<file path="src/hw/rtl/pacp_ram.sv">
module pacp_ram #(
  parameter int Width = 8,
  parameter int Depth = 16
) (
  input  logic                     clk_i,
  input  logic                     we_i,
  input  logic [$clog2(Depth)-1:0] waddr_i,
  input  logic [Width-1:0]         wdata_i,
  input  logic [$clog2(Depth)-1:0] raddr_i,
  output logic [Width-1:0]         rdata_o
);

  logic [Width-1:0] mem [Depth];

  always_ff @(posedge clk_i) begin
    if (we_i) begin
      mem[waddr_i] <= wdata_i;
    end
    rdata_o <= mem[raddr_i];
  end

endmodule

</file>
<file path="config.mk">
export PLATFORM = sky130hd
export DESIGN_NAME = pacp_ram
export DESIGN_NICKNAME = d
export VERILOG_FILES = /design/src/hw/rtl/pacp_ram.sv
export SDC_FILE = /design/constraint.sdc
export NUM_CORES = 1
export LEC_CHECK = 0
export ABC_CLOCK_PERIOD_IN_PS = 2500
export BUFFER_PORTS_ARGS = -buffer_cell sky130_fd_sc_hd__clkbuf_2
export CORE_ASPECT_RATIO = 0.7
export CORE_MARGIN = 8
export CORE_UTILIZATION = 50
export DETAILED_ROUTE_END_ITERATION = 8
export GPL_ROUTABILITY_DRIVEN = 1
export PLACE_DENSITY = 0.64
export SLEW_MARGIN = 10
export SYNTH_ARGS = -nofsm -noshare
export SYNTH_HDL_FRONTEND = slang
export SYNTH_SLANG_ARGS = --single-unit
</file>
<file path="constraint.sdc">
create_clock -name clk_i -period 2.5 [get_ports clk_i]
set_input_delay 0.25 -clock clk_i [delete_from_list [all_inputs] [get_ports clk_i]]
set_output_delay 0.25 -clock clk_i [all_outputs]
set_load 0.005 [all_outputs]
</file>
; Yosys cells after proc, flatten, opt, wreduce, memory -nomap -nowiden
; Memory sizes are Yosys's and may differ from the RTL's. A register that Yosys moved wholly into a read port is not among the register bits.
; Cells that the tools add are included.
[op_classes]
mux = 2
[ops]
columns = op, count
row1 = 1-bit 2-to-1 mux, 2
[word_totals]
regBits = 0
ramBits = 128
wordCells = 3
memories = 1
[mem_list]
columns = memory, depth, word_bits, read_ports, rd_ports_with_merged_regs, wr, line_no
row1 = mem, 16, 8, 1, 1, 1, 13  ; logic [Width-1:0] mem [Depth];

; Depth between registers and ports, before layout
[depth]
ltp_word = 2
mapped_depth = 5

; Worst setup path after synthesis
; Ideal clock, no wire load.
[synth_timing]
path_type = in2reg
from = input waddr_i[2]
to = memory mem[0][0], enable pin
t_arrival_ns = 1.360
slack_ns = 0.757
stages = 2
n_path_buf = 0
path_cell_list = or3b_2 nor3_1
[synth_rtl]
columns = item, line_no
row1 = from (decl), 7  ; input logic [$clog2(Depth)-1:0] waddr_i,
row2 = to (decl), 13
; Straight into the memory's write port.

==> impl_metrics.py <==
metrics = {
    "cts": {
        "clockRootBuffer": "clkbuf_16",
        "cts_max_level": 4,
        "cts-resized-gates": 0,
        "cts_made_buffers": 17,
        "hold_buffers": 0,
        "clk_latency_ps": 410,
        "cts_tree": "done",
        "clkTransAtPathRegs_ps": 60,
        "clockBufferDepth": 2,
        "post_cts_buffers": 0,
        "clkSinkCount": 136,
    },
    "timing": {
        "period_needed_ps": 1610,
        "slew_headroom_pct": 42.6,
        "setup_tns_ps": 0,
        "worst_pin_slew_ps": 860,
        "finalHoldViolations": 0,
        "max_freq_mhz": 621,
        "drv_slew": 0,
        "setup_violations": 0,
        "skew_ps": 10.7,
        "grt_setup_unrepaired": "no",
        "layout_worst_path_cycle_share_pct": 64.4,
    },
    "synth": {
        "ys_seq_area_share_pct": 77.8,
        "syn-num-nets": 247,
        "synth.distinct_cells": 19,
        "ys_seq_elements": 136,
        "yosysWarningCount": 0,
        "netlist_area_sq_mm": 0.00515,
        "synth.top_cell.area_share_pct": 74.7,
        "synthXorXnorAreaFrac_pct": 0,
        "synth_top_family_by_area": "multiplexers",
        "avgSynthCellArea_sq_um": 22.5,
        "synth-adder-area-share_pct": 0,
        "synth_area_leaders": "edfxtp_1, mux4_2, mux4_1, dfxtp_1, a22oi_1",
        "synth_simple_gate_area_share_pct": 3.18,
        "synth_cells": 229,
        "synth_compound_area_share_pct": 2.33,
        "synth_area_leader_cell": "edfxtp_1",
        "synth.area.mux_share_pct": 15.0,
    },
    "floorplan": {
        "dieArea_sq_mm": 0.0138,
        "core_sq_mm": 0.0102,
        "io_pins": 26,
        "rows": 31,
        "initial_core_util_pct": 50.5,
        "die_h_um": 101,
        "fp.dieW_um": 137,
    },
    "drt": {
        "firstDrtPassIters": 4,
        "drc_errors": 0,
        "dr_total_vias": 2414,
        "routed_via_density": 5.67,
        "wl_um": 9700,
        "drt_iter0_markers": 141,
        "wl_per_cell_um": 22.8,
        "antenna_left": 0,
    },
    "setup_path": {
        "rr_endpoint": "rdata_o[2]$_DFF_P_",
        "critPathRequiredTime_ps": 2790,
        "ff2ff_setup_slack_ps": 1050,
        "regToRegStartpoint": "mem[6][2]$_DFFE_PP_",
        "cp_slowest_cell": "mux4_1",
        "worst-path-stages": 5,
        "critical-path-max-stage-delay_ps": 630,
        "crit_family": "multiplexers",
        "endpoint": "rdata_o[2]$_DFF_P_",
        "worstPathMaxFanout": 24,
        "reg2regPathDepth": 3,
        "startpoint": "raddr_i[0]",
        "endpoint_kind": "flop",
        "worst-path-buf-inv": 2,
        "crit_chain": "clkbuf_2, buf_12, mux4_1, a22oi_1, nand2_1",
        "critPathKind": "in2reg",
        "crit_arrival_ps": 1900,
        "cp-start-kind": "primary input",
    },
    "placed_design": {
        "placed_cells": 394,
        "portBuffers": 25,
        "gp_congestion": 0.729,
        "hpwl_um": 5940,
    },
    "min_path": {
        "holdCritPathClass": "in2reg",
        "hold_depth": 1,
    },
    "finish": {
        "layout.nets": 299,
        "n_antenna_cell": 0,
        "syn2layout_area_growth_pct": 19.7,
        "drive_gt1_share_pct": 31.0,
        "stdcell_count": 426,
    },
    "pwr": {
        "peakVddDrop_v": 0.000523,
        "p_leak_uw": 0.00212,
        "p_per_area_mw_per_mm2": 892,
    },
    "grt": {
        "antenna_found_initial": 0,
        "grt_overflow": 0,
        "grt_max_degree": 33,
        "grt_pass1_wl_um": 14900,
        "grt_pass1_vias": 2484,
        "gr-usage-all-layers_pct": 15.4,
    },
    "flow_run": {
        "max_cap_violations": 0,
    },
    "run_status": {
        "status": "finished, final reports clean",
    },
}
## cell type report
class,instances,area [sq um]
Clock buffer,23,478
Clock inverter,9,170
Fill cell,718,4040
Multi-Input combinational cell,83,1060
Sequential cell,136,4000
Tap cell,132,165
Timing Repair Buffer,43,285
## layer usage
layer | track usage (%) | vias to the layer above | wire (um)
met1 | 22.0 | 1277 | 4810
met4 | 7.40 | 0 | 95
met2 | 21.7 | 46 | 4460
li1 | - | 1081 | -
met3 | 3.88 | 10 | 335
met5 | 0 | - | 0
## registers in the layout, summed over array words and instances (netlist names)
| signal | flops |
|---|---|
| rdata_o | 8 |
| mem | 128 |
## worst min path at each step
stage                  startpoint                   to  slack (ps)
2_1_floorplan          wdata_i[0]  mem[0][0]$_DFFE_PP_         350
3_3_place_gp   rdata_o[5]$_DFF_P_           rdata_o[5]         630
3_5_place_dp   rdata_o[5]$_DFF_P_           rdata_o[5]         630
4_1_cts                wdata_i[3]  mem[4][3]$_DFFE_PP_         260
5_1_grt                wdata_i[3]  mem[7][3]$_DFFE_PP_         300
6_report               wdata_i[3]  mem[7][3]$_DFFE_PP_         270
## synth_stat cells, drive strengths merged
library cell	number
edfxtp	128
mux4	32
a22oi	16
nor2	13
nand2	9
dfxtp	8
buf	7
nor3	4
clkdlybuf4s25	3
nand2b	2
nand3b	2
and2	1
and2b	1
nand3	1
nor2b	1
or3b	1
## power by group
| group | switching (uW) | internal (uW) |
|---|---|---|
| combinational | 132 | 101 |
| clock | 852 | 1840 |
| sequential | 14.4 | 2550 |
## layout by cell type, fill, tap and decap left out
cell,n
dfxtp_1,8
buf_12,2
buf_4,16
nand2b_1,2
mux4_1,14
nor2_1,13
and2b_1,1
clkbuf_8,3
clkbuf_1,3
nand3_1,1
nor2b_1,1
nand3b_1,2
or3b_2,1
nand2_1,9
clkbuf_16,17
clkbuf_2,25
clkinv_2,4
nor3_1,4
and2_1,1
bufinv_16,5
edfxtp_1,128
mux4_2,18
a22oi_1,16
## logic make-up after synthesis
family | count (synthesis)
buffers and inverters | 10
DFF | 136
and+or+nand+nor | 35
muxes | 32
AOI/OAI and AO/OA | 16
## stage by stage
step / util (%) / worst slack, ps / hold WS, ps / power (uW) / area (sq um)
2_1_floorplan: - / 757 / 349 / 2740 / 5150
4_1_cts: 60.4 / 914 / 260 / 5540 / 6160
3_5_place_dp: 54.0 / 480 / 628 / 2850 / 5510
6_report: 60.4 / 891 / 271 / 5490 / 6160
3_3_place_gp: 54.0 / 498 / 630 / 2840 / 5510
5_1_grt: 60.4 / 823 / 300 / 5660 / 6160
Power figures use the tool's default switching activity.
