==> config.mk <==
export PLATFORM = sky130hd
export DESIGN_NAME = pacp_sqrt
export DESIGN_NICKNAME = d
export VERILOG_FILES = /design/src/hw/rtl/pacp_pkg.sv /design/src/hw/rtl/pacp_sqrt.sv
export SDC_FILE = /design/constraint.sdc
export NUM_CORES = 1
export LEC_CHECK = 0
export BUFFER_PORTS_ARGS = -buffer_cell sky130_fd_sc_hd__buf_2
export CAP_MARGIN = 20
export CORE_ASPECT_RATIO = 0.9
export CORE_UTILIZATION = 59
export CTS_CLUSTER_SIZE = 10
export DETAILED_ROUTE_END_ITERATION = 6
export PLACE_DENSITY = 0.87
export REMOVE_ABC_BUFFERS = 1
export SLEW_MARGIN = 40
export SYNTH_ARGS = -nofsm -noshare
export SYNTH_HDL_FRONTEND = slang
export SYNTH_SLANG_ARGS = --single-unit
==> constraint.sdc <==
create_clock -name clk_i -period 4.25 [get_ports clk_i]
set_clock_uncertainty 0.05 [all_clocks]
set_input_delay 0.2125 -clock clk_i [delete_from_list [all_inputs] [get_ports clk_i]]
set_output_delay 0.2125 -clock clk_i [all_outputs]
set_load 0.005 [all_outputs]
==> src/hw/rtl/pacp_pkg.sv <==
package pacp_pkg;

  localparam int MaxVertices = 64;
  localparam int MinVertices = 3;
  localparam int AddrW       = $clog2(MaxVertices);
  localparam int CntW        = $clog2(MaxVertices + 1);
  localparam int CoordW      = 32;
  localparam int SumW        = CoordW + CntW;
  localparam int DiffW       = CoordW + 1;
  localparam int MulW        = DiffW + 1;
  localparam int ProdW       = 2 * MulW;
  localparam int CrossW      = 2 * DiffW;
  localparam int AccW        = 2 * CrossW + 2;
  localparam int AreaShift   = 34;
  localparam int RadW        = AccW - AreaShift - 2;
  localparam int RootW       = RadW / 2;
  localparam int RemW        = RootW + 3;
  localparam int SqCntW      = $clog2(RootW + 1);
  localparam int DivCntW     = $clog2(SumW + 1);
  localparam int PerimW      = 48;
  localparam int AreaW       = 64;
  localparam int VcountW     = 7;
  localparam int FifoDepth   = 2;

  localparam logic [PerimW-1:0] PerimMax  = '1;
  localparam logic [AreaW-1:0]  AreaMax   = '1;
  localparam logic [2:0]        PStepLast = 3'd3;
  localparam logic [2:0]        AStepLast = 3'd6;

  typedef logic [0:2][CoordW-1:0] vtx_t;

  typedef struct packed {
    logic signed [CoordW-1:0] vertex_x;
    logic signed [CoordW-1:0] vertex_y;
    logic signed [CoordW-1:0] vertex_z;
    logic                     last_vertex;
  } vtx_in_t;

  typedef struct packed {
    logic signed [CoordW-1:0] center_x;
    logic signed [CoordW-1:0] center_y;
    logic signed [CoordW-1:0] center_z;
    logic [PerimW-1:0]        perimeter;
    logic [AreaW-1:0]         area;
    logic [VcountW-1:0]       vertex_count;
    logic                     overflow;
  } poly_out_t;

  typedef struct packed {
    logic [CntW-1:0] n;
    logic            ovf;
  } job_t;

  typedef struct packed {
    logic             we;
    logic [AddrW-1:0] addr;
    vtx_t             data;
  } ram_wr_t;

  typedef enum logic [3:0] {
    BK_IDLE, BK_SUM, BK_DIV, BK_PRD, BK_PLD, BK_PMUL, BK_PST, BK_PSQ,
    BK_ARD0, BK_ALD0, BK_ARD, BK_ALD, BK_AMUL, BK_AST, BK_ASQ, BK_OUT
  } back_state_e;

endpackage

==> src/hw/rtl/pacp_sqrt.sv <==
module pacp_sqrt import pacp_pkg::*; (
  input  logic             clk_i,
  input  logic             rst_ni,
  input  logic             start_i,
  input  logic [RadW-1:0]  rad_i,
  output logic             done_o,
  output logic [RootW-1:0] root_o
);

  logic              busy_q;
  logic [SqCntW-1:0] cnt_q;
  logic [RadW-1:0]   rad_q;
  logic [RemW-1:0]   rem_q, rem_sh, trial;
  logic [RootW-1:0]  root_q;
  logic              ge;

  // one result bit per cycle, two radicand bits shifted in
  assign rem_sh = {rem_q[RemW-3:0], rad_q[RadW-1 -: 2]};
  assign trial  = RemW'({root_q, 2'b01});
  assign ge     = rem_sh >= trial;
  assign done_o = busy_q && (cnt_q == '0);
  assign root_o = root_q;

  always_ff @(posedge clk_i or negedge rst_ni) begin
    if (!rst_ni) begin
      busy_q <= 1'b0;
      cnt_q  <= '0;
    end else if (start_i) begin
      busy_q <= 1'b1;
      cnt_q  <= SqCntW'(RootW);
    end else if (busy_q) begin
      if (cnt_q != '0) begin
        cnt_q <= cnt_q - 1'b1;
      end else begin
        busy_q <= 1'b0;
      end
    end
  end

  always_ff @(posedge clk_i) begin
    if (start_i) begin
      rad_q  <= rad_i;
      rem_q  <= '0;
      root_q <= '0;
    end else if (busy_q && (cnt_q != '0)) begin
      rad_q  <= rad_q << 2;
      rem_q  <= ge ? rem_sh - trial : rem_sh;
      root_q <= {root_q[RootW-2:0], ge};
    end
  end

endmodule

**Yosys cells after proc, flatten, opt, wreduce, memory -nomap -nowiden**

Index checks and enable logic that the tools add are counted.

- Input bits: 101
- Output and inout port bits: 50
- Memory bits (read-only): 0
- Memories kept: 0
- Memory bits (writable): 0
- Bits in registers: 204
- Logic and storage cells: 25
- Bits in latches: 0

- Bitwise logic cells: 0
- Multiplexer cells: 9
- Divide/modulo/power cells: 0
- Shift operators: 0
- Add/sub/neg operators: 2
- Reduce and logical (&&, ||, !) cells: 8
- Multipliers: 0
- Equal/unequal tests: 0
- Order comparisons: 1

Operator list:

| cell | count |
|---|---|
| 98-bit two-way mux | 2 |
| 52-bit by 51-bit >= comparator with 1-bit output | 1 |
| 50-bit two-way mux | 1 |
| 50-bit subtractor | 1 |
| 6-bit two-way mux | 3 |
| 6-bit zero test | 1 |
| 2-bit nonzero test | 3 |
| 6-bit nonzero test | 1 |
| 6-bit by 1-bit subtractor with 6-bit output (second input constant) | 1 |
| 1-bit two-way mux | 3 |
| 1-bit logical AND | 2 |
| 2-bit AND reduction | 1 |

**Depth between registers and ports, before layout**

Gate-level depths: netlist of run 1.

- Depth in word-level cells: 4
- Gate-level depth with buffers: 13
- Gate-level depth less buffers: 11

**Worst setup path after synthesis of run 1**

OpenSTA, ideal clock, no wires.

- Kind: register -> register
- From: reg cnt_q[0]
- To: reg rad_q[0], enable pin
- Data required time: 3.748 ns
- Setup time: 0.452 ns
- Path buffers: 1
- Slack: 0.447 ns
- Cell stages (with the launch flop): 7
- Clock period less this slack: 3.803 ns
- Arrival: 3.301 ns
- Cell sequence: dfrtp_1 > inv_1 > ha_1 > a21oi_1 > clkbuf_1 > nor2_1 > inv_1

- Cells in the longest elaborated chain, start to end: 3

Ends and longest elaborated chain:

| item | line | source |
|---|---|---|
| start: declaration | pacp_sqrt.sv:11 | `logic [SqCntW-1:0] cnt_q;` |
| start signal: assignment | pacp_sqrt.sv:30 | `cnt_q <= SqCntW'(RootW);` |
| start signal: assignment | pacp_sqrt.sv:33 | `cnt_q <= cnt_q - 1'b1;` |
| 6-bit nonzero test | pacp_sqrt.sv:45 | `end else if (busy_q && (cnt_q != '0)) begin` |
| 1-bit logical AND | pacp_sqrt.sv:45 |  |
| 2-bit nonzero test (no line) | -- |  |
| end signal: assignment | pacp_sqrt.sv:42 | `rad_q <= rad_i;` |
| end signal: assignment | pacp_sqrt.sv:46 | `rad_q <= rad_q << 2;` |
| end: declaration | pacp_sqrt.sv:12 | `logic [RadW-1:0] rad_q;` |

Every way passes these cells.
A chain may end at the register's enable or synchronous reset.

**Worst setup path after layout of run 1**

- From: reg root_q[2] (netlist: root_o[2])
- To: reg rem_q[41]

- Cells in the longest elaborated chain, start to end: 2
- Elaborated cells between the ends (all ways): 3

Ends and longest elaborated chain:

| item | line | source |
|---|---|---|
| start: declaration | pacp_sqrt.sv:14 | `logic [RootW-1:0] root_q;` |
| start signal: assignment | pacp_sqrt.sv:48 | `root_q <= {root_q[RootW-2:0], ge};` |
| 50-bit subtractor / 52-bit by 51-bit >= comparator with 1-bit output (equally long branches) | pacp_sqrt.sv:47, pacp_sqrt.sv:20 |  |
| 50-bit two-way mux (*) | pacp_sqrt.sv:47 | `rem_q <= ge ? rem_sh - trial : rem_sh;` |
| end signal: assignment | pacp_sqrt.sv:47 |  |
| end: declaration | pacp_sqrt.sv:13 | `logic [RemW-1:0] rem_q, rem_sh, trial;` |

Every way passes the cells marked *; elsewhere a longest branch is shown, timed or not.

==> flow_summary_export.csv, run 1 <==
group,metric,value,unit
status,outcome,"finished, violations left",
status,violations,"design-rule violations",
timing,worstMarginPinSlew,0.818,ns
die,die_w,149,um
routing,num_vias,10900,
timing,drv_slew,0,
routing,wl_met2,16.8,mm
synth,synth_edf_count,98,
routing,avgRoutedWirePerCell,21.8,um
worst_setup_path,arrival,4.10,ns
final_layout,syn_to_final_growth,22.6,%
clocking,clock_latency,0.55,ns
clocking,htree_levels,1,
synth,syn-cell-area,0.0115,sq mm
final_layout,design_area,0.0141,sq mm
routing,route.met3.wl,4.74,mm
final_layout,final_common_cell,"nand2_1",
pwr,ir_drop,0.000698,V
die,core,0.0192,sq mm
die,initial_utilization,60.1,%
global_routing,grt_pass1_wl,58.4,mm
timing,fin_hold_ws,0.0351,ns
flow_run,maxCapViolations,0,
worst_setup_path,criticalPathCategory,"flip-flop to flip-flop",
pwr,power.leakage,5.78,nW
routing,drc,10,
synth,synth_seq_cells,204,
timing,rsz0062_at_grt,"no",
routing,wl_met1,14.0,mm
routing,drt-total-wl,37.6,mm
final_layout,nets,1610,
routing,firstDrtPassIters,7,
synth,async_flop_share,3.43,%
clocking,cts_tree,"yes",
global_routing,track_usage,37.4,%
routing,drt_iter0_drc,1486,
timing,fin_crit,3.75,ns
pwr,powerDensity,658,mW/mm^2
timing,fmax,0.267,GHz
global_routing,overflow,0,
clocking,clockRootBuffer,"clkbuf_16",
global_routing,grt_pass1_vias,10700,
pwr,power,9.28,mW
clocking,cts.path.max_buffers,3,
synth,yosys_warnings,0,
clocking,post_cts_buffers,0,
synth,synth_seq_area_share,44.3,%
timing,hold_viol_final,0,
synth,netlist_instances,1242,
clocking,path_clk_slew,0.06,ns
routing,top_layer_used,"met4",
worst_setup_path,startpoint_type,"flip-flop",
worst_setup_path,setup.worst_path.end_class,"flip-flop",
clocking,cts_buffers,24,
global_routing,antenna_found_initial,1,
final_layout,fill_cells,1181,
worst_setup_path,crit_required,4.61,ns
timing,fin_crit_sh,88.1,%
synth,avgSynthCellArea,9.27,sq um
placement,placed_cells,1581,
die,die_height,135,um
die,rows,48,
final_layout,utilization,73.7,%
min_path,hp-class,"primary input to flip-flop",
routing,routed_via_density,6.33,
die,io_pins,151,
clocking,ctsHoldBuffers,98,
final_layout,final_cell_mix,"nand2_1, buf_2, a21oi_1",
global_routing,grt_max_degree,142,
final_layout,final_cell_count_no_fill,1720,
final_layout,drive_above_1_share,20.5,%
die,die_area,0.0201,sq mm
synth,ys.flop_type,"dfxtp_1",
timing,setup_viol,0,
placement,gp_congestion,0.892,
synth,ys_types,69,
worst_setup_path,crit_path_max_fanout,14,
routing,ant_nets,0,
placement,postPlaceCellArea,0.0124,sq mm
timing,slew-limit-headroom,45.0,%
placement,place_hpwl,19.4,mm
placement,portBuffers,150,
clocking,cts_resized,0,
clocking,cts_num_sinks,204,
final_layout,antenna_cells,0,
report_power, final:
| group | total, mW | leakage [nW] | switching (mW) | internal, mW |
|---|---|---|---|---|
| combinational | 4.70 | 3.52 | 2.80 | 1.90 |
| clock | 1.97 | 0.336 | 0.875 | 1.09 |
| sequential | 2.62 | 1.93 | 0.240 | 2.38 |
| total | 9.28 | 5.78 | 3.92 | 5.36 |
kinds of logic after synthesis:
family                     share of synthesized area [%]
and+or+nand+nor                                     15.5
AOI/OAI and AO/OA                                   16.8
DFF                                                 44.3
buffers and inverters                               4.82
muxes                                               9.93
adders and majority gates                           5.76
xor gates and xnor gates                            2.89
synthesized netlist by cell type (5+ instances only):
master | instances | area share, %
or3_1 | 8 | 0.43
a21o_1 | 10 | 0.65
a211oi_1 | 6 | 0.39
xor2_1 | 19 | 1.4
nor3_1 | 14 | 0.61
o21ai_0 | 37 | 1.6
a21oi_1 | 120 | 5.2
clkbuf_1 | 53 | 1.7
a311oi_1 | 37 | 2.8
nor2b_1 | 8 | 0.43
and2_1 | 6 | 0.33
o211ai_1 | 9 | 0.59
inv_1 | 68 | 2.2
nand2_1 | 228 | 7.4
buf_2 | 9 | 0.39
mux2_2 | 97 | 9.5
o21a_1 | 8 | 0.52
edfxtp_1 | 98 | 26
buf_4 | 5 | 0.33
dfxtp_1 | 99 | 17
nand3_1 | 26 | 1.1
dfrtp_1 | 7 | 1.5
xnor2_1 | 19 | 1.4
nand2b_1 | 7 | 0.38
nand4_1 | 13 | 0.71
a31oi_1 | 8 | 0.43
ha_1 | 53 | 5.8
buf_1 | 5 | 0.16
o21bai_1 | 19 | 1.2
nor2_1 | 77 | 2.5
critical path: stages (launching register included):
cell and delay, ns:
dfxtp_1 0.42, inv_1 0.09, ha_1 0.45, o211ai_1 0.16
a21oi_2 0.18, o21ai_2 0.13, o31ai_4 0.36, nand4_2 0.22
a211o_1 0.44, nand2_2 0.29, buf_4 0.30, o21ai_1 0.09
a2111oi_0 0.42
state kept, by name, summed over array words and instances (netlist names):
signal	flops
busy_q	1
rad_q	98
cnt_q	6
rem_q	50
root_o	49
area by class of cell:
cell class	count	area (sq um)	share of cell area, %
inverters	68	256	1.82
clock inverters	1	30.0	0.213
repair buffers	260	1870	13.2
well taps	250	313	2.22
flip-flops and latches	204	5100	36.1
clock buffers	39	678	4.80
multi-input cells	898	5870	41.6
layer usage:
layer | vias up | global-route usage, %
met5 | - | 0
met4 | 0 | 17.0
met3 | 190 | 10.0
met2 | 901 | 59.8
li1 | 4877 | -
met1 | 4927 | 47.3
final timing paths:
| path | from | to | slack [ns] | cells after the start |
|---|---|---|---|---|
| max | root_o[2] | rem_q[41] | 0.50 | 12 |
| min | rad_i[30] | rad_q[30] | 0.04 | 2 |
| min in group asynchronous | rst_ni | cnt_q[5] | 0.59 | 3 |
| max in group asynchronous | rst_ni | cnt_q[4] | 3.30 | 3 |
| min reg2reg | root_o[9] | root_o[10] | 0.43 | 2 |
| max reg2reg | root_o[2] | rem_q[41] | 0.50 | 12 |
through the flow:
| step | setup TNS (ns) | worst slack, ns |
|---|---|---|
| 5_1_grt | 0 | 0.391 |
| 4_1_cts | 0 | 0.697 |
| 6_report | 0 | 0.504 |
| 2_1_floorplan | -663.73 | -4.65 |
| 3_3_place_gp | 0 | 0.858 |
| 3_5_place_dp | 0 | 0.691 |
(Power assumes the default switching activity.)
==> run 2, diff against run 1 <==
Settings changed: PLACE_DENSITY 0.87 to 0.81.
==> flow_summary_export.csv, run 2 (same netlist as run 1, synthesis figures left out) <==
group,metric,value,unit
status,outcome,"completed",
placement,place_hpwl,18.8,mm
placement,portBuffers,150,
timing,drv_slew,0,
worst_setup_path,cp_slowest_cell,"a2111oi_0",
final_layout,largest_register,"rad_q",
worst_setup_path,worstPathCellList,"inv_1, ha_1, o211ai_1, a21oi_2, o21ai_2, o31ai_4, nand4_2, a211o_1, nand2_2, buf_4, o21ai_1, a2111oi_0",
clocking,cts_buffers,24,
global_routing,met3_usage,8.01,%
timing,rsz0062_at_grt,"no",
pwr,powerDensity,643,mW/mm^2
global_routing,grt_pass1_vias,10300,
placement,dp_slack,0.785,ns
min_path,hp-class,"primary input to flip-flop",
clocking,clockRootBuffer,"clkbuf_16",
worst_setup_path,setup.worst_path.end_class,"flip-flop",
clocking,cts_resized,0,
global_routing,grt_use_met2,56.4,%
worst_setup_path,cpPeakStageDelay,0.52,ns
routing,avgRoutedWirePerCell,20.0,um
die,die_height,135,um
final_layout,largest_register_ffs,98,
timing,fmax,0.265,GHz
placement,postPlaceCellArea,0.0124,sq mm
final_layout,seq_area,0.00510,sq mm
global_routing,antenna_found_initial,0,
pwr,power.leakage,5.78,nW
timing,fin_ws,0.472,ns
clocking,cts_num_sinks,204,
worst_setup_path,crit_path_max_fanout,16,
worst_setup_path,startpoint_type,"flip-flop",
final_layout,nets,1611,
final_layout,drive_above_1_share,20.4,%
clocking,post_cts_buffers,0,
timing,fin_crit,3.78,ns
clocking,cts.path.max_buffers,3,
die,initial_utilization,60.1,%
worst_setup_path,arrival,4.12,ns
routing,num_vias,10500,
placement,placed_cells,1581,
clocking,ctsHoldBuffers,100,
clocking,clock_latency,0.55,ns
routing,routed_via_density,6.12,
timing,hold_viol_final,0,
routing,ant_nets,0,
die,io_pins,151,
die,core,0.0192,sq mm
final_layout,multiInputGateArea,0.00588,sq mm
final_layout,design_area,0.0141,sq mm
worst_setup_path,criticalPathCategory,"flip-flop to flip-flop",
final_layout,final_cell_mix,"nand2_1, buf_2, a21oi_1",
global_routing,grt_max_degree,113,
routing,drc,0,
die,rows,48,
die,die_area,0.0201,sq mm
routing,firstDrtPassIters,6,
global_routing,overflow,0,
timing,slew-limit-headroom,43.8,%
clocking,path_clk_slew,0.06,ns
die,die_w,149,um
placement,gp_congestion,0.921,
timing,fin_crit_sh,88.9,%
worst_setup_path,crit_required,4.59,ns
global_routing,top_usage_layer,"met2",
final_layout,fill_cells,1264,
final_layout,final_cell_count_no_fill,1722,
timing,worstMarginPinSlew,0.844,ns
timing,setup_viol,0,
final_layout,antenna_cells,0,
global_routing,track_usage,34.5,%
final_layout,syn_to_final_growth,22.5,%
clocking,cts_tree,"yes",
routing,drt_iter0_drc,1043,
timing,fin_hold_ws,0.222,ns
global_routing,use_met1,44.6,%
clocking,htree_levels,1,
flow_run,maxCapViolations,0,
routing,drt-total-wl,34.5,mm
pwr,ir_drop,0.000380,V
final_layout,final_common_cell,"nand2_1",
global_routing,grt_pass1_wl,54.3,mm
==> run 2: where the power goes <==
group,leakage (nW),internal [mW],total [mW],switching [mW]
Sequential,1.93,2.37,2.59,0.217
Combinational,3.52,1.88,4.58,2.70
Clock,0.326,1.05,1.90,0.848
==> run 2: cell type report <==
cell class              instances  share of cell area [%]
multi-input cells             898                    41.7
flip-flops and latches        204                    36.2
repair buffers                261                    13.3
clock buffers                  39                    4.66
well taps                     250                    2.22
inverters                      68                    1.82
clock inverters                 2                   0.239
==> run 2: metal layers <==
layer	wire length [um]	share of wire, %
met2	16000	46
met1	13900	40
met4	1220	3.5
met5	0	0
met3	3430	9.9
==> run 2: critical path: cells and delay by family, from the launching register on <==
| family | cells | cell delay [ns] |
|---|---|---|
| buffers and inverters | 2 | 0.37 |
| AO/OA/AOI/OAI | 7 | 1.87 |
| AND/OR/NAND/NOR | 2 | 0.52 |
| flip-flops | 1 | 0.41 |
| adder cells (fa/ha/maj) | 1 | 0.41 |
==> run 2: through the flow <==
step	TNS [ns]	util (%)	power (mW)
finish	0	73.6	9.08
global route	0	73.6	9.63
CTS	0	73.6	8.87
detailed placement	0	64.8	6.91
global placement	0	64.8	6.86
floorplan	-663.73	-	5.86
==> run 2: worst paths after layout <==
path,end,slack [ns],startpoint,cells past startpoint
max in group asynchronous,cnt_q[3],3.27,rst_ni,3
max reg2reg,rem_q[41],0.47,root_o[2],12
min in group asynchronous,cnt_q[1],0.60,rst_ni,3
max,rem_q[41],0.47,root_o[2],12
min,root_o[44],0.22,start_i,2
min reg2reg,root_o[38],0.42,root_o[37],2
