### src/hw/rtl/pacp_pkg.sv
package pacp_pkg;

  localparam int MaxVertices = 64;
  localparam int MinVertices = 3;
  localparam int AddrW       = $clog2(MaxVertices);
  localparam int CntW        = $clog2(MaxVertices + 1);
  localparam int CoordW      = 32;
  localparam int SumW        = CoordW + CntW;
  localparam int DiffW       = CoordW + 1;
  localparam int MulW        = DiffW + 1;
  localparam int ProdW       = 2 * MulW;
  localparam int CrossW      = 2 * DiffW;
  localparam int AccW        = 2 * CrossW + 2;
  localparam int AreaShift   = 34;
  localparam int RadW        = AccW - AreaShift - 2;
  localparam int RootW       = RadW / 2;
  localparam int RemW        = RootW + 3;
  localparam int SqCntW      = $clog2(RootW + 1);
  localparam int DivCntW     = $clog2(SumW + 1);
  localparam int PerimW      = 48;
  localparam int AreaW       = 64;
  localparam int VcountW     = 7;
  localparam int FifoDepth   = 2;

  localparam logic [PerimW-1:0] PerimMax  = '1;
  localparam logic [AreaW-1:0]  AreaMax   = '1;
  localparam logic [2:0]        PStepLast = 3'd3;
  localparam logic [2:0]        AStepLast = 3'd6;

  typedef logic [0:2][CoordW-1:0] vtx_t;

  typedef struct packed {
    logic signed [CoordW-1:0] vertex_x;
    logic signed [CoordW-1:0] vertex_y;
    logic signed [CoordW-1:0] vertex_z;
    logic                     last_vertex;
  } vtx_in_t;

  typedef struct packed {
    logic signed [CoordW-1:0] center_x;
    logic signed [CoordW-1:0] center_y;
    logic signed [CoordW-1:0] center_z;
    logic [PerimW-1:0]        perimeter;
    logic [AreaW-1:0]         area;
    logic [VcountW-1:0]       vertex_count;
    logic                     overflow;
  } poly_out_t;

  typedef struct packed {
    logic [CntW-1:0] n;
    logic            ovf;
  } job_t;

  typedef struct packed {
    logic             we;
    logic [AddrW-1:0] addr;
    vtx_t             data;
  } ram_wr_t;

  typedef enum logic [3:0] {
    BK_IDLE, BK_SUM, BK_DIV, BK_PRD, BK_PLD, BK_PMUL, BK_PST, BK_PSQ,
    BK_ARD0, BK_ALD0, BK_ARD, BK_ALD, BK_AMUL, BK_AST, BK_ASQ, BK_OUT
  } back_state_e;

endpackage

### src/hw/rtl/pacp_front.sv
module pacp_front import pacp_pkg::*; (
  input  logic    clk_i,
  input  logic    rst_ni,
  input  logic    in_valid_i,
  output logic    in_stall_o,
  input  vtx_in_t in_word_i,
  input  logic    back_busy_i,
  output ram_wr_t ram_wr_o,
  output logic    job_valid_o,
  output job_t    job_o,
  input  logic    job_pop_i
);

  logic [CntW-1:0] vcnt_q;
  logic            ovf_q;
  job_t            fq_q [FifoDepth];
  logic            wp_q, rp_q;
  logic [1:0]      fcnt_q;
  logic            accept, full, push;
  job_t            job_new;

  // hold off the next polygon while the store is being walked
  assign in_stall_o  = (fcnt_q != 2'd0) || back_busy_i;
  assign accept      = in_valid_i && !in_stall_o;
  assign full        = vcnt_q == CntW'(MaxVertices);
  assign push        = accept && in_word_i.last_vertex;
  assign job_new.n   = full ? vcnt_q : CntW'(vcnt_q + 1'b1);
  assign job_new.ovf = ovf_q || full;

  assign ram_wr_o.we   = accept && !full;
  assign ram_wr_o.addr = vcnt_q[AddrW-1:0];
  assign ram_wr_o.data = {in_word_i.vertex_x, in_word_i.vertex_y, in_word_i.vertex_z};

  assign job_valid_o = fcnt_q != 2'd0;
  assign job_o       = fq_q[rp_q];

  always_ff @(posedge clk_i or negedge rst_ni) begin
    if (!rst_ni) begin
      vcnt_q <= '0;
      ovf_q  <= 1'b0;
      wp_q   <= 1'b0;
      rp_q   <= 1'b0;
      fcnt_q <= '0;
    end else begin
      if (accept) begin
        if (in_word_i.last_vertex) begin
          vcnt_q <= '0;
          ovf_q  <= 1'b0;
        end else if (full) begin
          ovf_q <= 1'b1;
        end else begin
          vcnt_q <= CntW'(vcnt_q + 1'b1);
        end
      end
      if (push) begin
        wp_q <= ~wp_q;
      end
      if (job_pop_i) begin
        rp_q <= ~rp_q;
      end
      if (push && !job_pop_i) begin
        fcnt_q <= fcnt_q + 2'd1;
      end else if (!push && job_pop_i) begin
        fcnt_q <= fcnt_q - 2'd1;
      end
    end
  end

  always_ff @(posedge clk_i) begin
    if (push) begin
      fq_q[wp_q] <= job_new;
    end
  end

endmodule

### config.mk
export PLATFORM = sky130hd
export DESIGN_NAME = pacp_front
export DESIGN_NICKNAME = d
export VERILOG_FILES = /design/src/hw/rtl/pacp_pkg.sv /design/src/hw/rtl/pacp_front.sv
export SDC_FILE = /design/constraint.sdc
export NUM_CORES = 1
export LEC_CHECK = 0
export BUFFER_PORTS_ARGS = -buffer_cell sky130_fd_sc_hd__buf_4
export CAP_MARGIN = 30
export CORE_MARGIN = 5
export CORE_UTILIZATION = 38
export DETAILED_ROUTE_END_ITERATION = 6
export PLACE_DENSITY = 0.94
export SYNTH_ARGS = -nofsm -noshare
export SYNTH_HDL_FRONTEND = slang
export SYNTH_SLANG_ARGS = --single-unit
### constraint.sdc
create_clock -name clk_i -period 6.3 [get_ports clk_i]
set_input_delay 1.26 -clock clk_i [delete_from_list [all_inputs] [get_ports clk_i]]
set_output_delay 1.26 -clock clk_i [all_outputs]
set_load 0.01 [all_outputs]
# Word level (Yosys, flattened, before mapping)
# Memory sizes are Yosys's and may differ from the RTL's.
# Index checks and enable logic that the tools add are counted.
# classes
add_sub_neg	3
mul	0
div_mod_pow	0
order_cmp	0
n_eq_ne	1
shifts	0
muxes	8
bitwise	2
n_reduce_logical	15
# op_table
cell	count
7-bit two-way mux	2
7-bit by 1-bit adder with 7-bit output (second input constant)	1
7-bit equality test (second input constant)	1
2-bit nonzero test	3
1-bit logical AND	5
1-bit logical NOT	4
1-bit two-way mux	4
2-bit two-way mux	2
2-bit by 1-bit adder with 2-bit output (second input constant)	1
1-bit logical OR	2
1-bit inverter	2
2-bit AND reduction	1
2-bit by 1-bit subtractor with 2-bit output (second input constant)	1
# word_totals
reg_bits	12
latch_bits	0
ramBits	16
rom_bits	0
input_bits	102
elab_cells	35
memories	1
# memory_table
memory	words	width	read_ports	rd_clocked_by_memory_dff	write_ports	line_no	rtl
fq_q	2	8	1	0	1	pacp_front.sv:16	job_t fq_q [FifoDepth];

# Depth between registers and ports, before layout
# Gate-level depths: netlist of run 1.
# logic_depth
word_depth	9
mapped_depth	7
mapped_depth_nobuf	7

# Worst setup path after synthesis of run 1
# OpenSTA, ideal clock, no wires.
# synth_timing
kind	input -> output
startpoint	in back_busy_i
endpoint	out ram_wr_o[102] in the netlist's numbering
arrival_ps	2038
setup_slack_ps	3002
path_stages	3
n_path_buf	1
path_cell_list	or4b_1 buf_2 nor2_1
# synth_lines
element	line_no	rtl
start: declaration	pacp_front.sv:7	input logic back_busy_i,
end: declaration	pacp_front.sv:8	output ram_wr_t ram_wr_o,

==> run summary, run 1 <==
The flow ran to the end, and the final reports show no timing, DRC or antenna violations. Setup repair after global routing left no endpoint under its margin. The tree is rooted in a sky130_fd_sc_hd__clkbuf_8.

The total of buffers placed on input and output ports is 22, and the count of distinct cell types in the synthesized netlist is 30. Clock-pin slew was measured on the worst setup and hold paths at 0.09 ns. The die footprint was 7030 um2; the filler-free cell count of the finished design was 195. The flip-flop and latch count after synthesis came out at 28.

The layout has 504 filler cells. The diode insertion count for antenna repair was 0; the async set or reset register ratio after synthesis was 42.9%. Final hold violation count: 0. The library cell with the largest summed area after synthesis is sky130_fd_sc_hd__buf_4. For the pin with the worst max-slew slack, the measured transition is 0.833 ns. The initial utilization of the core area, before any placement, comes to 39.8%.

The share of the yosys chip area belonging to registers came out at 37.7%. The startpoint-to-endpoint class of the critical path is input port to output pin. Wires add up to 3.73 mm. The signal on the critical path passes through buf_4 -> or4b_1 -> nor2_1 -> buf_4. The mean routed wirelength per cell is 19.1 um.

Counting I/O delays and the setup requirement, the final critical path takes 3.54 ns. Largest vdd supply drop: 99.9 uV. The launching element type of the critical path is an input port. The number of warnings issued by yosys is 0, and the combined global-route utilization of all metal layers is 10.4%. Yosys attributes the largest share of cell area to sky130_fd_sc_hd__buf_4 37%, sky130_fd_sc_hd__edfxtp_1 23%, sky130_fd_sc_hd__dfrtp_1 15%. The buffers plus inverters on the worst setup path works out to 2.

In this run the critical register-to-register path is captured at fq_q[0][1]. In the routed design, unresolved DRC markers number 0. Based on the critical path, the design can be clocked at up to 282 MHz. For the half-perimeter wire length of the detailed placement result, the log shows 3.08 mm.

For this design, the slowest cell found on the critical path is sky130_fd_sc_hd__or4b_1. Dominant delay contributor by cell family on the critical path: simple AND/OR/NAND/NOR gates. The floorplan has 26 rows. The remaining global-route overflow came out at 0. Detailed routing inserted a total of 955 vias. The termination of the worst setup path was ram_wr_o[102]. For flop-to-flop paths, the worst setup slack is 3.96 ns. After floorplanning, the core was sized to cover 5200 um2. Highest cell delay on the worst timing path: 0.62 ns. The run gives 0.626 nW as the leakage power total. Capturing element type of the critical path: an output pin. After synthesis, the largest area contributor takes up 37.0% of total cell area.

TritonCTS built the clock tree. Most prevalent standard cell on the critical path: sky130_fd_sc_hd__buf_4. The run gives 5.62 mm as the first-pass GRT wire length. The worst pin sits at a relative slew slack of 43.7%. The count of flip-flops with a built-in enable after synthesis came out at 16.

Number of cells in the design after placement: 191. Sorting the synthesized cells by how often they occur yields 102 x sky130_fd_sc_hd__buf_4, 16 x sky130_fd_sc_hd__edfxtp_1, 12 x sky130_fd_sc_hd__dfrtp_1, 8 x sky130_fd_sc_hd__mux2_2. Data required time of the critical path: 5.04 ns. For the worst flop-to-flop path, the logic depth is 3. The power density over the cells works out to 380 nW/um2.

The detail-routed via count per cell works out to 4.90. The detail route stage leaves a number of antenna-violating nets equal to 0. The number of nets in the synthesized netlist is 311. The final layout contains 231 nets. The number of antenna violations at the first check in global routing was 0; the via count of the first global-routing pass was 965.

The tools report the pin count of the biggest net entering global routing as 17. The layout overhead on the synthesized area came out at -22.3%. Setup violations remaining at the end of the flow were counted as 0. The number of detailed-route iterations in the first pass is 4, and the final cycle utilization of the critical path is 56.3%. The tightest min-delay check is of the flip-flop to flip-flop type. Tracing the worst setup path back leads to its startpoint at back_busy_i. The clock buffer count from CTS was 3; the die width was 83.8 um. Synthesis produced 206 cells. Hold repair after CTS inserted 0 buffers.

In the final timing run, aggregate negative setup slack is 0 ns. Count of cells resized by post-cts repair: 0. The worst register-to-register path begins at fcnt_q[0]. For this design the top-level I/O count stands at 215. Clock latency on the worst-skew pair, taken at its later pin, is 0.27 ns. The number of pins exceeding their max-slew limit in the final report is 0. Primary flip-flop cell chosen by synthesis mapping: sky130_fd_sc_hd__edfxtp_1.

For this block, the initial DRC count from the detailed router was 114. Cells with a size suffix above 1 make up 29.6% of the layout. Along the worst path, the maximum fanout reaches 9. The number of maximum-capacitance violations came out at 0. At the end of routability-driven placement, the weighted congestion stood at 0.776.

Counting buffers and inverters, the worst setup path is 4 cells deep. Among all cell types in the netlist, the one instantiated most often is sky130_fd_sc_hd__buf_4. Counting along the longest clock path gives a buffer depth of 2. The vertical die dimension is 83.8 um, and the worst clock skew on the final layout is 0.00175 ns.

The mapped netlist covers 2070 um2. The logs give 1 for the number of H-tree levels and 2.28 ns for the arrival time at the worst endpoint. The clock net in this run drives a total of 28 sinks. After synthesis, the mean cell area works out to 10.1 um2. The run gives 0 as the post-CTS setup repair buffer count.
==> cells in the final DEF, fill, tap and decap left out <==
cell type / n
sky130_fd_sc_hd__xor2_1: 3
sky130_fd_sc_hd__or3_1: 2
sky130_fd_sc_hd__o21ai_0: 6
sky130_fd_sc_hd__and2_0: 1
sky130_fd_sc_hd__a31oi_1: 2
sky130_fd_sc_hd__nor4b_1: 2
sky130_fd_sc_hd__ha_1: 3
sky130_fd_sc_hd__nor4_1: 1
sky130_fd_sc_hd__clkbuf_8: 3
sky130_fd_sc_hd__bufinv_16: 1
sky130_fd_sc_hd__o31ai_1: 2
sky130_fd_sc_hd__nor2_1: 5
sky130_fd_sc_hd__nand2_1: 5
sky130_fd_sc_hd__a21oi_1: 2
sky130_fd_sc_hd__edfxtp_1: 16
sky130_fd_sc_hd__mux2i_1: 1
sky130_fd_sc_hd__mux2_2: 8
sky130_fd_sc_hd__and3_1: 2
sky130_fd_sc_hd__or4b_1: 1
sky130_fd_sc_hd__o211ai_1: 2
sky130_fd_sc_hd__xnor2_1: 6
sky130_fd_sc_hd__inv_1: 5
sky130_fd_sc_hd__nand2b_1: 2
sky130_fd_sc_hd__buf_4: 22
sky130_fd_sc_hd__or2_2: 3
sky130_fd_sc_hd__a311o_1: 2
sky130_fd_sc_hd__a41oi_1: 2
sky130_fd_sc_hd__dfrtp_1: 12
sky130_fd_sc_hd__nand3_1: 3
==> flip-flops by register name, summed over array words and instances, names as in the netlist <==
register	count
rp_q	1
vcnt_q	7
wp_q	1
ovf_q	1
fq_q	16
fcnt_q	2
==> layout make-up <==
| type | count | area (um2) | area share, % |
|---|---|---|---|
| Tap cell | 70 | 87.6 | 5.44 |
| Timing Repair Buffer | 22 | 165 | 10.3 |
| Multi-Input combinational cell | 66 | 485 | 30.2 |
| Clock buffer | 3 | 41.3 | 2.57 |
| Sequential cell | 28 | 781 | 48.5 |
| Clock inverter | 1 | 30.0 | 1.87 |
| Inverter | 5 | 18.8 | 1.17 |
==> cell families after synthesis <==
kind of cell,share of synthesized area [%]
adders and majority gates,1.81
muxes,4.83
AOI/OAI and AO/OA,5.80
buffers and inverters,38.9
DFF,37.7
and+or+nand+nor,7.19
xor gates and xnor gates,3.81
==> stage by stage <==
step                hold WS (ns)  utilization [%]  cell area [um2]  total power, mW  setup slack, ns
floorplan                  0.461                -             2070            0.476             3.00
global placement           0.480             29.5             1540            0.472             2.77
global route               0.561             30.9             1610            0.652             2.70
detailed placement         0.493             29.5             1540            0.480             2.77
finish                     0.508             30.9             1610            0.612             2.76
CTS                        0.505             30.9             1610            0.617             2.76
==> how the worst min path moves through the flow <==
stage | start | to | slack, ns | depth (start not counted)
2_1_floorplan | wp_q | wp_q | 0.46 | 1
3_3_place_gp | wp_q | wp_q | 0.48 | 1
3_5_place_dp | wp_q | wp_q | 0.49 | 1
4_1_cts | wp_q | wp_q | 0.51 | 1
5_1_grt | wp_q | wp_q | 0.56 | 1
6_report | wp_q | wp_q | 0.51 | 1
==> per-layer routing <==
metal / GRT usage [%] / share of wire, % / up-vias
li1: - / - / 422
met1: 7.62 / 25 / 415
met2: 18.6 / 55 / 103
met3: 7.70 / 17 / 15
met4: 6.58 / 3.8 / 0
met5: 0 / 0 / -
==> where the power goes <==
| part | internal, mW | switching, mW |
|---|---|---|
| Combinational | 0.102 | 0.0825 |
| Sequential | 0.238 | 0.0519 |
| Clock | 0.0851 | 0.0528 |
Power figures use the tool's default switching activity.
==> run 2, diff against run 1 <==
--- a/config.mk
+++ b/config.mk
@@ -5,12 +5,13 @@
 export SDC_FILE = /design/constraint.sdc
 export NUM_CORES = 1
 export LEC_CHECK = 0
+export ABC_AREA = 1
 export BUFFER_PORTS_ARGS = -buffer_cell sky130_fd_sc_hd__buf_4
 export CAP_MARGIN = 30
 export CORE_MARGIN = 5
-export CORE_UTILIZATION = 38
+export CORE_UTILIZATION = 36
 export DETAILED_ROUTE_END_ITERATION = 6
-export PLACE_DENSITY = 0.94
+export PLACE_DENSITY = 0.9
 export SYNTH_ARGS = -nofsm -noshare
 export SYNTH_HDL_FRONTEND = slang
 export SYNTH_SLANG_ARGS = --single-unit
==> constraint.sdc (replaced) <==
create_clock -name clk_i -period 3.51 [get_ports clk_i]
set_input_delay 0.702 -clock clk_i [delete_from_list [all_inputs] [get_ports clk_i]]
set_output_delay 0.702 -clock clk_i [all_outputs]
set_load 0.01 [all_outputs]
==> run 2 against run 1 <==
Effect of this change:
- synthesized cell count grew 7.3%
- register-to-register slack lost 2.2 ns
- clock power grew 21%
- largest power group unchanged
- critical path type is now flip-flop to output pin
- first-iteration DRC count shrank 43%
==> run summary, run 2 <==
The leakage power total was 0.739 nW. The clock network latency to the later pin of the worst-skew pair came out at 0.26 ns. Across the run, the number of max-cap violations was 0. The clock-pin slew on the worst setup and hold paths is 0.08 ns. The tools report the number of antenna violations at the first check in global routing as 0.

The clock buffer count from CTS came out at 3. The logs give 0 for the final routed DRC violation total and 2080 um2 for the area of the mapped netlist. The number of nets in the synthesized netlist is 326. The logs give 291 uW for the power spent charging and discharging nets and 781 um2 for the area taken by flip-flops and latches.

After detailed placement, the total cell area comes to 1570 um2. The share of synthesized area in the top cell type comes to 36.8%. After synthesis, the most frequently instantiated cells are 102 x sky130_fd_sc_hd__buf_4, 32 x sky130_fd_sc_hd__nand2_1, 16 x sky130_fd_sc_hd__edfxtp_1, 14 x sky130_fd_sc_hd__inv_1, 12 x sky130_fd_sc_hd__dfrtp_1.

The run gives 1033 as the via count of the first global-routing pass. For the pin with the worst max-slew slack, the measured transition is 0.599 ns. Across the routed clock network, the largest skew measured is 0.00131 ns. The internal power of the cells totals 623 uW.

Once the floorplan was initialized, standard cells occupied 37.4% of the core. The pin count of the biggest net entering global routing is 16, and the async set or reset register ratio after synthesis is 42.9%. The placeable core region is 5570 um2, and the area of all placed cells without fillers is 1610 um2. The run gives 4.53 mm as the final routed wirelength across all metal layers.

Number of flip-flops in the largest register: 16. The register with the highest flop count is fq_q. The die width was 86.1 um; the switching portion of total power was 31.8%. In the final routed layout, each cell accounts on average for 21.0 um. In this run the clock root is driven by a sky130_fd_sc_hd__clkbuf_8. Counting I/O delays and the setup requirement, the final critical path takes 2.22 ns. In the post-route analysis, the smallest setup slack over all paths is 1.29 ns. In this run the core area contains 27 standard-cell rows. For the total clock sinks, the log shows 28.

Synthesis produced 221 cells. Across every metal layer, demand over resource in global routing totals 12.0%. At the end of the flow the core is filled with cells to 28.9%.

Part of the total power dissipated in the clock network: 18.2%. Compared with the post-synthesis result, the final layout area differs by -22.6%. Among the stages of the critical path, the cell type that occurs most often is sky130_fd_sc_hd__inv_1. The initial detailed-routing violation count is 65, and the count of distinct cell types in the synthesized netlist is 22. The number of gates resized after CTS was 0. The logs give 5 for the number of detailed-route iterations in the first pass and 0 for the final number of setup-violating endpoints.

Data arrives at the worst endpoint at 1.52 ns. The final cycle utilization of the critical path was 63.3%; the post-CTS setup repair buffer count was 0. The final hold violation count came out at 0. The number of pins exceeding their max-slew limit in the final report came out at 0.

For the final routed database, the setup TNS stands at 0 ns. Walking the worst path, the cells encountered are inv_1 -> ha_1 -> nand2_1 -> inv_1 -> a31oi_1 -> buf_4. The final route contains 1015 vias. Yosys mapped a number of flops with a built-in enable equal to 16. The critical path starts at vcnt_q[0]. Highest cell delay on the worst timing path: 0.48 ns. The largest registers in the layout are fq_q (16), vcnt_q (7), fcnt_q (2).

Capturing element type of the critical path: an output pin. The number of nets in the layout is 250. Setup repair after global routing left no endpoint under its margin. The number of top-level pins was 215. The cell family contributing the most delay on the critical path is flip-flops.

The number of cells on the worst reg-to-reg path is 3. The library cell used most frequently in the layout, excluding fill and tap cells, is sky130_fd_sc_hd__nand2_1. In this run the worst path has a maximum fanout of 7. The most used flip-flop cell after synthesis is sky130_fd_sc_hd__edfxtp_1.

In this run the mean area of a mapped cell was 9.42 um2. The flow ran to the end, and the final reports show no timing, DRC or antenna violations. In this run the critical register-to-register path is launched from fcnt_q[0]. The critical path in this run is classified as flip-flop to output pin.

The library cells used most frequently in the layout, excluding fill and tap cells, are 32 x sky130_fd_sc_hd__nand2_1, 22 x sky130_fd_sc_hd__buf_4, 16 x sky130_fd_sc_hd__edfxtp_1, 14 x sky130_fd_sc_hd__inv_1, 12 x sky130_fd_sc_hd__dfrtp_1. The flip-flop and latch count after synthesis works out to 28. Detail-routed via count per cell: 4.70. For the first-pass GRT wire length, the log shows 6.51 mm. 0 antenna diodes ended up in the layout. sky130_fd_sc_hd__buf_4 is the most common cell in the netlist. The tools report the maximum operating frequency as 450 MHz.

The tools report the remaining global-route overflow as 0. The logs give 1 for the number of H-tree levels and 478 um2 for the area used by multi-input combinational logic. Together, buffers and inverters on the worst path number 3. The total of buffers placed on input and output ports is 22. For the data required time of the critical path, the log shows 2.81 ns.

The part of the power in combinational logic came out at 30.8%. OpenSTA, run right after detailed placement, puts the worst setup slack at 1.29 ns. For this design, the slowest cell found on the critical path is sky130_fd_sc_hd__dfrtp_1.

The vertical die dimension is 86.1 um, and the relative slew slack is 59.9%. During synthesis, Yosys emitted a total of 0 warnings. IR analysis of the VDD net gives a maximum drop of 206 uV. TritonCTS built the clock tree. The layout has 558 filler cells. Sequential cells were found to cover 37.5% of the synthesized design area.

The die covers 7400 um2. For the hold-fix buffer count after cts, the log shows 0. Ranked by total cell area, the synthesized netlist is headed by sky130_fd_sc_hd__buf_4 37%, sky130_fd_sc_hd__edfxtp_1 23%, sky130_fd_sc_hd__dfrtp_1 14%. The tools report the launching element type of the critical path as a flip-flop. For this design the ratio of total power to cell area is 567 nW/um2. The logs give 51.0% for the relative contribution of sequential cells to total power and 2 for the buffer depth of the longest clock path. Summed over all instances, the cell type with the most area after synthesis is sky130_fd_sc_hd__buf_4. In this run the worst hold path is classified as input port to async pin. The number of antenna-violating nets in the routed design was 0; the instance count on the critical path was 6.

The wire-length estimate of the detail-placed layout is 3.92 mm. Of the cells placed in the final design, the portion with a size suffix greater than 1 is 25.7%. The congestion estimate from routability-driven global placement came to 0.729.
## run 2: cell count changes in the layout (fill, tap and decap cells not counted), sizes merged, moves of 4 or more
cell,previous run,this run
nand2,5,32
inv,5,14
o21ai,6,2
nor2,5,10
nand3,3,7
## run 2: area by class of cell
class	count	area share, %
multi-input cells	76	29.7
clock buffers	3	2.56
inverters	14	3.26
clock inverters	1	0.233
well taps	72	5.59
repair buffers	22	10.2
flip-flops and latches	28	48.4
## run 2: kinds of logic after synthesis
| group | Yosys count | share of synthesized area [%] |
|---|---|---|
| simple gates | 54 | 12.7 |
| xor+xnor | 7 | 2.94 |
| buf+inv | 117 | 39.5 |
| compound gates | 4 | 1.14 |
| flops | 28 | 37.5 |
| mux | 8 | 4.33 |
| fa+ha+maj | 3 | 1.80 |
## run 2: path summary, 6_finish.rpt
path | endpoint | slack (ns)
worst min-delay path | fcnt_q[0] | 0.26
worst max register to register | fq_q[1][2] | 1.79
worst min register to register | fcnt_q[1] | 0.54
max in group asynchronous | vcnt_q[6] | 3.10
worst max-delay path | ram_wr_o[102] | 1.29
min in group clk_i | fcnt_q[1] | 0.54
## run 2: through the flow
stage | power [mW] | instances | hold slack [ns]
CTS | 0.921 | 216 | 0.267
floorplan | 0.768 | 221 | 0.406
detailed placement | 0.753 | 212 | 0.528
global placement | 0.743 | 212 | 0.514
global route | 0.969 | 216 | 0.255
finish | 0.914 | 216 | 0.260
## run 2: worst reg2reg max path, cell delays in order (launching register included)
cell and delay [ns]:
sky130_fd_sc_hd__dfrtp_1 0.44, sky130_fd_sc_hd__nor2_4 0.19, sky130_fd_sc_hd__nand4_1 0.21, sky130_fd_sc_hd__nor2_1 0.53
## run 2: power groups by stage
stage / clock network, mW / registers (mW) / logic [mW]
after global placement: 0 / 0.472 / 0.271
after CTS: 0.169 / 0.467 / 0.286
after global routing: 0.186 / 0.474 / 0.309
after floorplan: 0 / 0.444 / 0.324
final: 0.167 / 0.466 / 0.281
after detailed placement: 0 / 0.474 / 0.280
## run 2: metal layers
layer  global-route usage, %  vias to the layer above  wire length (um)
met5                    9.79                        -                83
met4                    5.76                        4               139
met3                    11.7                       24               996
li1                        -                      440                 -
met1                    8.25                      438              1050
met2                    20.0                      109              2270
==> run 3, diff against run 2 <==
--- a/config.mk
+++ b/config.mk
@@ -5,13 +5,13 @@
 export SDC_FILE = /design/constraint.sdc
 export NUM_CORES = 1
 export LEC_CHECK = 0
-export ABC_AREA = 1
+export ABC_AREA = 0
 export BUFFER_PORTS_ARGS = -buffer_cell sky130_fd_sc_hd__buf_4
 export CAP_MARGIN = 30
 export CORE_MARGIN = 5
-export CORE_UTILIZATION = 36
+export CORE_UTILIZATION = 32
 export DETAILED_ROUTE_END_ITERATION = 6
-export PLACE_DENSITY = 0.9
+export PLACE_DENSITY = 0.85
 export SYNTH_ARGS = -nofsm -noshare
 export SYNTH_HDL_FRONTEND = slang
 export SYNTH_SLANG_ARGS = --single-unit
==> constraint.sdc (replaced) <==
create_clock -name clk_i -period 1.98 [get_ports clk_i]
set_input_delay 0.396 -clock clk_i [delete_from_list [all_inputs] [get_ports clk_i]]
set_output_delay 0.396 -clock clk_i [all_outputs]
set_load 0.01 [all_outputs]
==> run 3 against run 2 <==
Effect of this change:
- clock skew is 0.00061 ns higher
- cell count is 1.4% lower
- clock power is 86% higher
- utilization is 1.9 points lower
- highest routed layer is now met4
- sequential cell count stayed put
- register-to-register slack worse by 1.6 ns
- global-route usage is 0.54 points lower
==> run summary, run 3 (synthesis results as in run 1) <==
The capturing element type of the critical path was an output pin. The half-perimeter wire length of the detailed placement result is 4.25 mm. The slowest stage of the critical path belongs to the cell sky130_fd_sc_hd__or4b_4.

From bottom edge to top edge, the die measures 90.4 um. The power density over the cells is 1150 nW/um2, and the initial detailed-routing violation count is 56. The launching element type of the critical path is a flip-flop. More flip-flops sit in one register than any other, and that register is fq_q. The tools report the start point of the critical path as fcnt_q[1].

The repair_antennas step left the layout with diodes totalling 0. The buffer depth of the longest clock path came out at 2. Setup repair after global routing left no endpoint under its margin.

The final routed wirelength across all metal layers was 5.01 mm. The share of final-layout standard cells stronger than drive strength 1 was 39.7%. The analysis attributes to cell leakage a power of 0.667 nW. After detailed routing, the number of remaining DRC violations is 0.

The critical path is of the flip-flop to output pin type. For the largest vdd supply drop, the log shows 528 uV. The dominant delay contributor by cell family on the critical path is simple AND/OR/NAND/NOR gates. The detail route stage leaves a number of antenna-violating nets equal to 0.

Clock-pin slew was measured on the worst setup and hold paths at 0.09 ns. The clock arrives with 0.00193 ns of skew. The tools report the number of top-level pins as 215. Measured in cells, the most critical reg-to-reg path has a length of 5. Final cycle utilization of the critical path: 95.7%.

The highest cell delay on the worst timing path is 0.57 ns. Buffers plus inverters on the worst setup path: 1. The logs give 0 for the number of pins exceeding their max-slew limit in the final report and 6310 um2 for the placeable core region. In this run the worst path has a maximum fanout of 5. The signal on the critical path passes through or4b_4 -> nor2_2 -> buf_4.

In the routed layout, each cell is associated on average with a via count of 5.05. The die width was 90.4 um; the number of cells in the design after placement was 205. The final hold violation count was 0.

The placed instances occupy a cell area of 1610 um2. The total of buffers placed on input and output ports was 22. The run finished with clean final reports. After the last flow step, the layout net total stands at 242. The run gives 11.5% as the combined global-route utilization of all metal layers. In the final routed layout, each cell accounts on average for 23.5 um. The worst hold path class was input port to flip-flop.

The floorplan step defined a die boundary enclosing 8180 um2. Prior to clock tree synthesis, the placed netlist has a worst setup slack of 0.151 ns. The via count of the first global-routing pass is 1093, and the clock network latency to the later pin of the worst-skew pair is 0.27 ns. The sum of negative setup slack is 0 ns, and the final number of setup-violating endpoints is 0.

The total clock sinks was 28. The post-route worst setup slack is 0.0859 ns, and the maximum operating frequency is 528 MHz. At the pin with the least slew margin, the transition time is 0.384 ns.

At the worst endpoint, the required time is 1.58 ns. The most common cell after layout, fill and taps aside was sky130_fd_sc_hd__buf_4. Following the worst setup path forward leads to its endpoint at ram_wr_o[102]. The critical path crosses 3 cells after its start point.

The root buffer cell chosen for the clock tree is sky130_fd_sc_hd__clkbuf_8. Max-cap violations in this run came to 0. The final weighted congestion in routability-driven placement is 0.838, and the layout overhead on the synthesized area is -17.7%.

The number of detailed-route iterations in the first pass was 4. The pin count of the biggest net entering global routing came out at 16. The number of antenna violations at the first check in global routing is 0, and the initial cell density of the core is 32.8%. Headroom to the max-slew limit came out at 74.4%.

The number of H-tree levels was 1. The finished layout holds 213 standard cells, fillers aside. For the number of standard-cell rows in the floorplan, the log shows 29.

The top cell types in the final layout, fill and taps aside, are 32 x sky130_fd_sc_hd__buf_4, 16 x sky130_fd_sc_hd__edfxtp_1, 9 x sky130_fd_sc_hd__dfrtp_1, 8 x sky130_fd_sc_hd__mux2_2. Detailed routing inserted a total of 1075 vias. The final total power is 1.95 mW. The destination of the worst register-to-register timing path was vcnt_q[6]. Fill cell instance count of the final layout: 648.

The run gives 0.21 ns as the worst setup slack for register-to-register paths. Data arrives at the worst endpoint at 1.50 ns. In the final layout, the registers with the most flip-flops are fq_q (16), vcnt_q (7), fcnt_q (2). The total overflow left after global routing is 0.

With fillers left out, the area of the finished cells amounts to 1700 um2. The startpoint of the lowest-slack register-to-register path is vcnt_q[0]. The register with the most flip-flops in the layout has 16 of them.

TritonCTS built the clock tree. Counting I/O delays and the setup requirement, the final critical path takes 1.89 ns. The clock buffer count from CTS was 3; the first-pass GRT wire length was 7.11 mm.
[run 3: cell count changes in the layout (fill, tap and decap cells not counted), moves of 4 or more]
cell                      previous run  this run
sky130_fd_sc_hd__nor2_1              8         4
sky130_fd_sc_hd__o21ai_0             1         6
sky130_fd_sc_hd__inv_1              14         5
sky130_fd_sc_hd__nand2_1            32         5
sky130_fd_sc_hd__buf_4              22        32
[run 3: area by class of cell]
type | count | area [um2] | area share, %
clock buffers | 4 | 45.0 | 2.64
inverters | 5 | 18.8 | 1.10
multi-input cells | 66 | 509 | 29.9
flip-flops and latches | 28 | 785 | 46.0
well taps | 77 | 96.3 | 5.65
repair buffers | 33 | 250 | 14.7
[run 3: how the worst min path moves through the flow]
| stage | from | to | slack [ns] | cells past startpoint |
|---|---|---|---|---|
| CTS | job_pop_i | rp_q | 0.31 | 2 |
| global placement | rst_ni | vcnt_q[5] | 0.25 | 1 |
| floorplan | rst_ni | fcnt_q[0] | 0.10 | 0 |
| finish | job_pop_i | rp_q | 0.31 | 2 |
| detailed placement | rst_ni | vcnt_q[5] | 0.25 | 1 |
| global route | job_pop_i | rp_q | 0.30 | 2 |
[run 3: stage by stage]
stage | hold WS, ns | utilization, %
2_1_floorplan | 0.100 | -
3_3_place_gp | 0.248 | 25.4
3_5_place_dp | 0.250 | 25.4
4_1_cts | 0.307 | 26.4
5_1_grt | 0.304 | 27.0
6_report | 0.310 | 27.0
[run 3: per-layer routing]
| layer | GRT usage [%] | vias up | part of all wire, % |
|---|---|---|---|
| li1 | - | 444 | - |
| met1 | 6.54 | 504 | 21 |
| met2 | 22.3 | 107 | 56 |
| met3 | 9.58 | 20 | 20 |
| met4 | 6.45 | 0 | 3.2 |
| met5 | 0 | - | 0 |
[run 3: report_power, final]
part	internal, mW	switching [mW]	leakage [nW]
logic	0.401	0.341	0.358
clock network	0.144	0.166	0.0228
registers	0.763	0.137	0.286
total	1.31	0.643	0.667
[run 3: what timing repair did]
item                       CTS  global route
pin swaps                    0             1
resized for setup            3             5
hold endpoints to repair    12             0
setup buffers                0             3
setup endpoints to repair    1             1
hold buffers                 1             0
[run 3: worst register-to-register path, cell delays in order, from the launching register on]
cell and delay, ns:
sky130_fd_sc_hd__dfrtp_2 0.41, sky130_fd_sc_hd__buf_4 0.13, sky130_fd_sc_hd__ha_1 0.22, sky130_fd_sc_hd__nand3_1 0.19, sky130_fd_sc_hd__or2_2 0.37, sky130_fd_sc_hd__a311o_1 0.35
